--- config.mk ---
export PLATFORM = sky130hd
export DESIGN_NAME = pmp_divider
export DESIGN_NICKNAME = d
export VERILOG_FILES = /design/src/rtl/core/pmp_pkg.sv /design/src/rtl/core/pmp_divider.sv
export SDC_FILE = /design/constraint.sdc
export NUM_CORES = 1
export LEC_CHECK = 0
export BUFFER_PORTS_ARGS = -buffer_cell sky130_fd_sc_hd__buf_2
export CORE_ASPECT_RATIO = 1.1
export CORE_MARGIN = 4
export CORE_UTILIZATION = 40
export CTS_CLUSTER_DIAMETER = 150
export CTS_CLUSTER_SIZE = 30
export DETAILED_ROUTE_END_ITERATION = 7
export HOLD_SLACK_MARGIN = 0.08
export SLEW_MARGIN = 20
export SYNTH_ARGS = -nofsm -noshare
export SYNTH_HDL_FRONTEND = slang
export SYNTH_SLANG_ARGS = --single-unit
--- constraint.sdc ---
create_clock -name clk_i -period 5.4 [get_ports clk_i]
set_input_delay 1.62 -clock clk_i [delete_from_list [all_inputs] [get_ports clk_i]]
set_output_delay 1.62 -clock clk_i [all_outputs]
set_load 0.05 [all_outputs]
--- src/rtl/core/pmp_pkg.sv ---
// Shared widths, constants and types of the polyhedron mass properties unit.
// No dependencies; used by pmp_divider and polyhedron_mass_properties_unit.
`timescale 1ns / 1ps
package pmp_pkg;
  localparam int MaxVertices = 256;
  localparam int CoordBits   = 10;
  localparam int MaxFaces    = 1024;
  localparam int InCoordW    = 10;
  localparam int IndexW      = 8;
  localparam int VolW        = 41;
  localparam int CenW        = 52;
  localparam int MomW        = 63;
  localparam int CentOutW    = 18;
  localparam int NumW        = CenW + 6;  // magnitude of centroid sum times 64
  localparam int QuotW       = NumW;

  typedef enum logic {
    OP_VERTEX = 1'b0,
    OP_FACE   = 1'b1
  } op_e;

  // Request from the top level to the divider.
  typedef struct packed {
    logic            start;
    logic [NumW-1:0] num;
    logic [VolW-1:0] den;
  } div_req_t;

  // Status from the divider.
  typedef struct packed {
    logic             busy;
    logic             done;
    logic [QuotW-1:0] quot;
  } div_rsp_t;
endpackage

--- src/rtl/core/pmp_divider.sv ---
// Unsigned restoring divider, one quotient bit per cycle.
// Depends on pmp_pkg for widths and the request and status structs.
`timescale 1ns / 1ps
module pmp_divider (
  input  logic              clk_i,
  input  logic              rst_ni,
  input  pmp_pkg::div_req_t req_i,
  output pmp_pkg::div_rsp_t rsp_o
);
  localparam int CntW = $clog2(pmp_pkg::NumW + 1);

  logic [pmp_pkg::VolW:0]    rem_q, rem_d;
  logic [pmp_pkg::NumW-1:0]  num_q, num_d;
  logic [pmp_pkg::VolW-1:0]  den_q, den_d;
  logic [CntW-1:0]           cnt_q, cnt_d;
  logic                      busy_q, busy_d, done_q, done_d;
  logic [pmp_pkg::VolW+1:0]  trial;
  logic [pmp_pkg::VolW+1:0]  shifted;

  always_comb begin
    rem_d = rem_q; num_d = num_q; den_d = den_q; cnt_d = cnt_q;
    busy_d = busy_q; done_d = 1'b0;
    shifted = {rem_q, num_q[pmp_pkg::NumW-1]};
    trial = shifted - {2'b00, den_q};
    if (req_i.start) begin
      rem_d = '0; num_d = req_i.num; den_d = req_i.den;
      cnt_d = CntW'(pmp_pkg::NumW); busy_d = 1'b1;
    end else if (busy_q) begin
      num_d = {num_q[pmp_pkg::NumW-2:0], ~trial[pmp_pkg::VolW+1]};
      rem_d = trial[pmp_pkg::VolW+1] ? shifted[pmp_pkg::VolW:0] : trial[pmp_pkg::VolW:0];
      cnt_d = cnt_q - 1'b1;
      if (cnt_q == CntW'(1)) begin
        busy_d = 1'b0; done_d = 1'b1;
      end
    end
  end

  always_ff @(posedge clk_i or negedge rst_ni) begin
    if (!rst_ni) begin
      busy_q <= 1'b0; done_q <= 1'b0; cnt_q <= '0;
    end else begin
      busy_q <= busy_d; done_q <= done_d; cnt_q <= cnt_d;
    end
  end

  always_ff @(posedge clk_i) begin
    rem_q <= rem_d; num_q <= num_d; den_q <= den_d;
  end

  assign rsp_o.busy = busy_q;
  assign rsp_o.done = done_q;
  assign rsp_o.quot = num_q;
endmodule

# Word level (Yosys, flattened, before mapping)
# Cells that the tools add are included.
[op_classes] reduce_logical=1 addsub=2 eq_ne=1 bitwise=1 n_mux=11
[ops] cell="58-bit 2-to-1 mux" n=2
[ops] cell="43-bit by 41-bit subtractor with 43-bit output" n=1
[ops] cell="42-bit 2-to-1 mux" n=1
[ops] cell="6-bit 2-to-1 mux" n=2
[ops] cell="6-bit by 1-bit == test with 1-bit output (second input constant)" n=1
[ops] cell="1-bit 2-to-1 mux" n=6
[ops] cell="6-bit by 1-bit subtractor with 6-bit output (second input constant)" n=1
[ops] cell="2-bit nonzero test" n=1
[ops] cell="1-bit NOT" n=1
[totals] output_inout_bits=60 register_bits=149 input_bits=102 elab_cells=22

# Depth between registers and ports, before layout
# Gate-level depths: netlist of the first run.
[logic_depth] ltp_word=4 depth_mapped=14 ltp_nobuf=13

# Least setup slack after synthesis of the first run
# OpenSTA, ideal clock, no wires.
[synth_timing] path_kind="reg2reg" start="register num_q[57] (netlist name)" end="register rem_q[41] (netlist name)" arrival_ns=3.622 setup_slack_ns=1.687 setup_time_ns=0.091 synth_period_minus_slack_ns=3.713 path_stages_with_launch=14 cell_sequence="edfxtp_1 inv_1 ha_1 inv_1 fa_1 a21o_1 a221oi_2 or4_4 a31oi_4 a41oi_4 o41a_4 xor2_2 or4_1 a311oi_1"
[synth_via] elab_chain_len=2
[synth_lines] item="from (decl)" line="pmp_divider.sv:13" text="logic [pmp_pkg::NumW-1:0] num_q, num_d;"
[synth_lines] item="from (signal assigned)" line="pmp_divider.sv:47" text="rem_q <= rem_d; num_q <= num_d; den_q <= den_d;"
[synth_lines] item="43-bit by 41-bit subtractor with 43-bit output" line="pmp_divider.sv:24" text="trial = shifted - {2'b00, den_q};"
[synth_lines] item="42-bit 2-to-1 mux" line="pmp_divider.sv:30" text="rem_d = trial[pmp_pkg::VolW+1] ? shifted[pmp_pkg::VolW:0] : trial[pmp_pkg::VolW:0];"
[synth_lines] item="to (signal assigned)" line="pmp_divider.sv:47"
[synth_lines] item="to (decl)" line="pmp_divider.sv:12" text="logic [pmp_pkg::VolW:0] rem_q, rem_d;"
# No other way between the ends.
# A chain may end at the register's enable or synchronous reset.

# Worst setup path in the final report of the first run
[layout_timing] start="register num_q[57] (netlist name)" end="register rem_q[36] (netlist name)"
# Same word-level chain as after synthesis.

==> key figures, run 1 <==
Synth
  • Share of the synthesized area in the top cell type: 35.6%
  • Cells after Synth: 813
  • Syn_area_per_cell: 10.3 um^2
  • Main synth FF type: edfxtp_1
  • Area leader, netlist: edfxtp_1
  • Synth Warn #: 0
  • Synth cell types: 57
  • Seq cells post-synth: roughly 150
  • Area contributors post-synth: edfxtp_1 (36%), dfxtp_1 (10%), mux2_2 (7.8%)
  • Number of synthesized flops with an enable pin: between 90 and 100
  • Fraction of registers with async set or reset after synthesis: 5.37%
  • Synthesized area: 0.00835 mm^2
  • Post-synthesis sequential area ratio: 48.1%
  • Synth Net Count: 959

STA
  • RSZ-0062 raised after global routing: no
  • Max Slew Vio Count: 0
  • Total negative slack: 0 ns
  • Tmin final: slightly above 4 ns
  • Max frequency: roughly 0.25 GHz
  • Setup ws final: around 1.4 ns
  • Hold Fails Final Rpt: 0
  • Finish-stage setup viols: 0
  • Slew margin rel.: 38.6%
  • Worst-margin pin slew: 0.918 ns
  • Final period utilization: 74.9%
  • Skew final: 0.0105 ns

Power
  • Pwr/cell area: ~510 mW/mm^2
  • Peak VDD IR: 0.258 mV
  • Pleak: 4.20 nW

Placement
  • Placed cells: 1195
  • Number of port buffers: 161
  • Placer Congestion: 0.828
  • DP Worst Slack: roughly 1.1 ns
  • DP Wirelength: 14800 um

Layout
  • Area of the multi-input gates: 0.00398 mm^2
  • Ant. Diodes: 0
  • Fillers: 1915
  • Sequential cell area: 0.00402 mm^2
  • Layout cells sized above 1: 27.6%
  • Synthesis-to-layout area growth: 19.6%
  • Non-filler cells, final: 1227
  • Most frequent cells in the layout: buf_2 (160), nand2_1 (103), edfxtp_1 (99)
  • Nets@finish: 1104
  • Most common cell after layout, fill and taps aside: buf_2

Floorplanning
  • Die extent in x: roughly 150 um
  • Die ar.: 0.0232 mm^2
  • Core box area: ~0.021 mm^2
  • Starting density of the core: 40.6%
  • Die Height: ~160 um
  • Ports: 162
  • Cell row count: 55

Clocking
  • Num CTS Buffers: 17
  • Clock latency on the worst-skew pair: between 0.4 and 0.5 ns
  • Worst-path clk slew: 0.07 ns
  • # clock sinks: around 150
  • CTS root buf: clkbuf_16
  • Setup bufs post-CTS: 0
  • Maximum buffer depth of the clock tree: 2
  • # H-tree levels: 4
  • CTS tree: yes
  • Post-CTS Resized: 0
  • Hold-fix buffer count after cts: 0

Global route
  • GRT Residual Overflow: 0
  • Initial antenna violation count: 0
  • Global-route wire length before repair: around 33000 um
  • Largest net degree at the start of global routing: 74
  • Vias in the first global route: 6610
  • Gr usage total: 17.6%

Setup path
  • CP arrival: 4.32 ns
  • Kind of critical path: reg2reg
  • Startpoint Class: flop
  • Critical Path RT: ~5.7 ns
  • Reg2Reg Setup Slack: 1.36 ns
  • Crit. End Element: flop
  • Worst-path maximum fanout: 23

Route
  • Top sig layer: met4
  • Met2 WL: 9420 um
  • Via/cell ratio: 5.27
  • DR WL met3: 1670 um
  • DRT iter0 DRCs: roughly 290
  • Met1 Wirelength: 8750 um
  • Final wirelength: 20100 um
  • First-pass DRT Iterations: 5
  • Post-route ant nets: 0
  • Vias post-DR: approximately 6500
  • DRC errors left: 0
  • Drt wl/cell: 16.3 um

Run
  • Max-cap violations: 0

Outcome
  • Outcome: finished clean

Hold path
  • Hold WC Path Type: reg2reg
## area by class of cell
cell class              instances  share of cell area, %
clock inverters                15                   1.83
flip-flops and latches        149                   40.2
inverters                      54                   2.03
repair buffers                167                   8.55
well taps                     256                   3.21
multi-input cells             569                   39.9
clock buffers                  17                   4.26
## cell families after synthesis
logic type,Yosys count,share of synthesized area [%]
XOR/XNOR,41,4.48
AND/OR/NAND/NOR,239,12.7
multiplexers,66,8.78
buffers and inverters,95,4.50
flip-flops,149,48.1
AO/OA/AOI/OAI,179,14.7
adder cells (fa/ha/maj),44,6.69
## final timing paths
kind / start / to / cells past startpoint
min: rem_q[39]$_SDFFE_PP0P_ / rem_q[39]$_SDFFE_PP0P_ / 2
max in group asynchronous: rst_ni / busy_q$_DFF_PN0_ / 1
min reg2reg: rem_q[39]$_SDFFE_PP0P_ / rem_q[39]$_SDFFE_PP0P_ / 2
min in group asynchronous: rst_ni / cnt_q[3]$_DFFE_PN0P_ / 1
max reg2reg: num_q[57]$_DFFE_PP_ / rem_q[36]$_SDFFE_PP0P_ / 14
max: num_q[57]$_DFFE_PP_ / rem_q[36]$_SDFFE_PP0P_ / 14
## routing by layer
layer,up-vias,GRT usage [%]
li1,3257,-
met3,18,6.89
met4,0,4.53
met1,3010,21.7
met2,181,29.0
met5,-,0
## cells in the mapped netlist, drive strengths merged (10+ instances only)
library cell / instances
xor2: 16
a21oi: 51
mux2: 58
o21ai: 35
xnor2: 25
inv: 54
edfxtp: 99
dfxtp: 42
nor3: 13
nand2b: 11
o211ai: 11
ha: 43
buf: 10
a311oi: 29
nand2: 103
nor2: 65
clkbuf: 31
## power breakdown
group	switching [mW]	total [mW]	leakage, nW	internal, mW
Sequential	0.176	1.64	1.45	1.46
Combinational	1.37	2.25	2.47	0.880
Clock	0.576	1.21	0.294	0.629
Total	2.12	5.10	4.20	2.97
## worst max-delay path: stages, from the launching register on
cell and delay, ns:
edfxtp_1 0.37, inv_1 0.05, ha_1 0.19, inv_1 0.07
fa_1 0.20, a21o_1 0.15, a221oi_2 0.10, or4_4 0.57
a31oi_4 0.26, a41oi_4 0.19, o41a_4 0.45, xnor2_4 0.53
buf_4 0.41, mux2i_1 0.24, a211oi_1 0.09
## per-stage QoR
step | power (mW) | util, % | cell area (um^2) | hold slack [ns]
after CTS | 5.13 | 48.4 | 9970 | 0.499
after detailed placement | 3.90 | 45.5 | 9360 | 0.486
after floorplan | 3.40 | - | 8350 | 0.453
final | 5.10 | 48.5 | 9980 | 0.489
after global placement | 3.90 | 45.5 | 9360 | 0.475
after global routing | 5.49 | 48.5 | 9980 | 0.522
## flip-flops by register name (all words and copies together) (netlist names)
signal	flops
num_q	58
rem_q	42
den_q	41
cnt_q	6
busy_q	1
done_q	1
(Power assumes the default switching activity.)
==> inputs of run 2 (changes only) <==
==> constraint.sdc (replaced) <==
create_clock -name clk_i -period 3.78 [get_ports clk_i]
set_input_delay 1.134 -clock clk_i [delete_from_list [all_inputs] [get_ports clk_i]]
set_output_delay 1.134 -clock clk_i [all_outputs]
set_load 0.05 [all_outputs]
==> key figures, run 2 (synthesis gave the netlist of run 1 again) <==
Outcome
  • Outcome: finished clean (unchanged)

Clocking
  • Hold-fix buffer count after cts: 0 (unchanged)
  • Setup bufs post-CTS: 0 (unchanged)
  • # clock sinks: 149 (unchanged)
  • CTS tree: yes (unchanged)
  • Post-CTS Resized: 0 (unchanged)
  • Num CTS Buffers: 17 (unchanged)
  • # H-tree levels: 4 (unchanged)
  • CTS root buf: clkbuf_16 (unchanged)
  • Worst-path clk slew: 0.07 ns (about the same)
  • Maximum buffer depth of the clock tree: 2 (unchanged)
  • Clock latency on the worst-skew pair: 0.43 ns (about the same)

Route
  • First-pass DRT Iterations: 5 (unchanged)
  • Vias post-DR: 6549 (was 6466)
  • DRC errors left: 0 (unchanged)
  • Via/cell ratio: 5.32 (was 5.27)
  • Drt wl/cell: 16.6 um (was 16.3 um)
  • Final wirelength: 20400 um (was 20100 um)
  • DRT iter0 DRCs: 291 (unchanged)
  • Post-route ant nets: 0 (unchanged)

STA
  • Hold Fails Final Rpt: 0 (unchanged)
  • Skew final: 0.0101 ns (was 0.0105 ns)
  • Finish-stage setup viols: 0 (unchanged)
  • Total negative slack: 0 ns (unchanged)
  • Max Slew Vio Count: 0 (unchanged)
  • Slew margin rel.: 58.4% (was 38.6%)
  • RSZ-0062 raised after global routing: no (unchanged)
  • Max frequency: 0.286 GHz (was 0.247 GHz)
  • Final period utilization: 92.5% (was 74.9%)
  • Worst-margin pin slew: 0.625 ns (was 0.918 ns)
  • Tmin final: 3.50 ns (was 4.04 ns)

Floorplanning
  • Die Height: 160 um (unchanged)
  • Die ar.: 0.0232 mm^2 (unchanged)
  • Die extent in x: 146 um (unchanged)
  • Core box area: 0.0206 mm^2 (unchanged)
  • Ports: 162 (unchanged)
  • Cell row count: 55 (unchanged)
  • Starting density of the core: 40.6% (unchanged)

Global route
  • Vias in the first global route: 6682 (was 6610)
  • GRT Residual Overflow: 0 (unchanged)
  • Global-route wire length before repair: 33800 um (was 33500 um)
  • Initial antenna violation count: 0 (unchanged)
  • Largest net degree at the start of global routing: 50 (was 74)
  • Gr usage total: 17.8% (was 17.6%)

Setup path
  • Startpoint Class: flop (unchanged)
  • Critical Path RT: 4.12 ns (was 5.68 ns)
  • Worst reg2reg path depth: 13 (was 14)
  • Kind of critical path: reg2reg (unchanged)
  • Reg2Reg Setup Slack: 0.28 ns (was 1.36 ns)
  • CP arrival: 3.84 ns (was 4.32 ns)
  • Crit. End Element: flop (unchanged)
  • Worst-path maximum fanout: 5 (was 23)

Power
  • Flop pwr share: 31.7% (was 32.1%)
  • Switching pwr: 3.04 mW (was 2.12 mW)
  • Pwr/cell area: 737 mW/mm^2 (was 511 mW/mm^2)
  • Logic pwr share: 44.7% (was 44.2%)
  • Sw frac: 41.1% (was 41.7%)
  • Pint: 4.35 mW (was 2.97 mW)
  • Power consumption: 7.40 mW (was 5.10 mW)
  • Pleak: 4.24 nW (was 4.20 nW)
  • Clock share of power: 23.6% (was 23.7%)
  • Peak VDD IR: 0.380 mV (was 0.258 mV)

Layout
  • Non-filler cells, final: 1231 (was 1227)
  • Synthesis-to-layout area growth: 20.2% (was 19.6%)
  • Max reg flops: 58 (unchanged)
  • Largest registers: num_q (58), rem_q (42), den_q (41) (unchanged)
  • Ant. Diodes: 0 (unchanged)
  • Layout cells sized above 1: 27.9% (was 27.6%)
  • Design area: 0.0100 mm^2 (was 0.00998 mm^2)
  • Most frequent cells in the layout: buf_2 (160), nand2_1 (103), edfxtp_1 (99) (unchanged)
  • Largest Register: num_q (unchanged)
  • Nets@finish: 1108 (was 1104)
  • Most common cell after layout, fill and taps aside: buf_2 (unchanged)

Placement
  • Placed instance area: 0.00943 mm^2 (was 0.00936 mm^2)
  • Placer Congestion: 0.816 (was 0.828)
  • Placed cells: 1199 (was 1195)
  • DP Wirelength: 14900 um (was 14800 um)
  • Number of port buffers: 161 (unchanged)

Hold path
  • Hold WC Path Type: reg2reg (unchanged)
  • WHS Path Cells: 2 (unchanged)

Run
  • Max-cap violations: 0 (unchanged)
==> run 2: worst paths after layout <==
kind	start	endpoint
max in group asynchronous	rst_ni	busy_q$_DFF_PN0_
setup / recovery	num_q[57]$_DFFE_PP_	rem_q[41]$_SDFFE_PP0P_
setup reg to reg	num_q[57]$_DFFE_PP_	rem_q[41]$_SDFFE_PP0P_
hold reg to reg	rem_q[39]$_SDFFE_PP0P_	rem_q[39]$_SDFFE_PP0P_
hold / removal	rem_q[39]$_SDFFE_PP0P_	rem_q[39]$_SDFFE_PP0P_
min in group asynchronous	rst_ni	cnt_q[3]$_DFFE_PN0P_
==> run 2: critical path: stages (launching register included) <==
cell and delay (ns):
edfxtp_1 0.36, inv_1 0.05, ha_1 0.19, inv_1 0.07, fa_1 0.19, a21o_1 0.15, a221oi_2 0.07, or4_4 0.56
a31oi_4 0.25, a41oi_4 0.18, o41a_4 0.43, xor2_2 0.18, or4_1 0.48, a311oi_1 0.25
==> run 2: final cells by class <==
type | count | area [um^2]
Fill cell | 1904 | 10500
Sequential cell | 149 | 4020
Multi-Input combinational cell | 569 | 3970
Timing Repair Buffer | 171 | 921
Clock buffer | 17 | 425
Tap cell | 256 | 320
Inverter | 54 | 203
Clock inverter | 15 | 180
==> run 2: power by group through the flow <==
stage / combinational, mW / sequential, mW / clock, mW
detailed placement: 3.31 / 2.37 / 0
global route: 3.69 / 2.39 / 1.87
floorplan: 2.30 / 2.56 / 0
global placement: 3.29 / 2.37 / 0
CTS: 3.32 / 2.34 / 1.79
finish: 3.31 / 2.34 / 1.75
==> run 2: stage by stage <==
stage	setup slack, ns	utilization (%)	hold WS, ns
global route	0.0568	48.8	0.526
global placement	0.314	45.8	0.479
detailed placement	0.269	45.8	0.482
finish	0.282	48.8	0.493
CTS	0.258	48.8	0.497
floorplan	0.0674	-	0.453
==> run 2: per-layer routing <==
metal  share of wire (%)  routed length (um)  vias to the layer above  GRT usage (%)
met5                   0                   0                        -              0
met4                 1.3                 257                        0           5.31
met3                 7.7                1580                       18           6.18
met2                  47                9630                      191           29.6
met1                  44                8970                     3079           21.9
li1                    -                   -                     3261              -
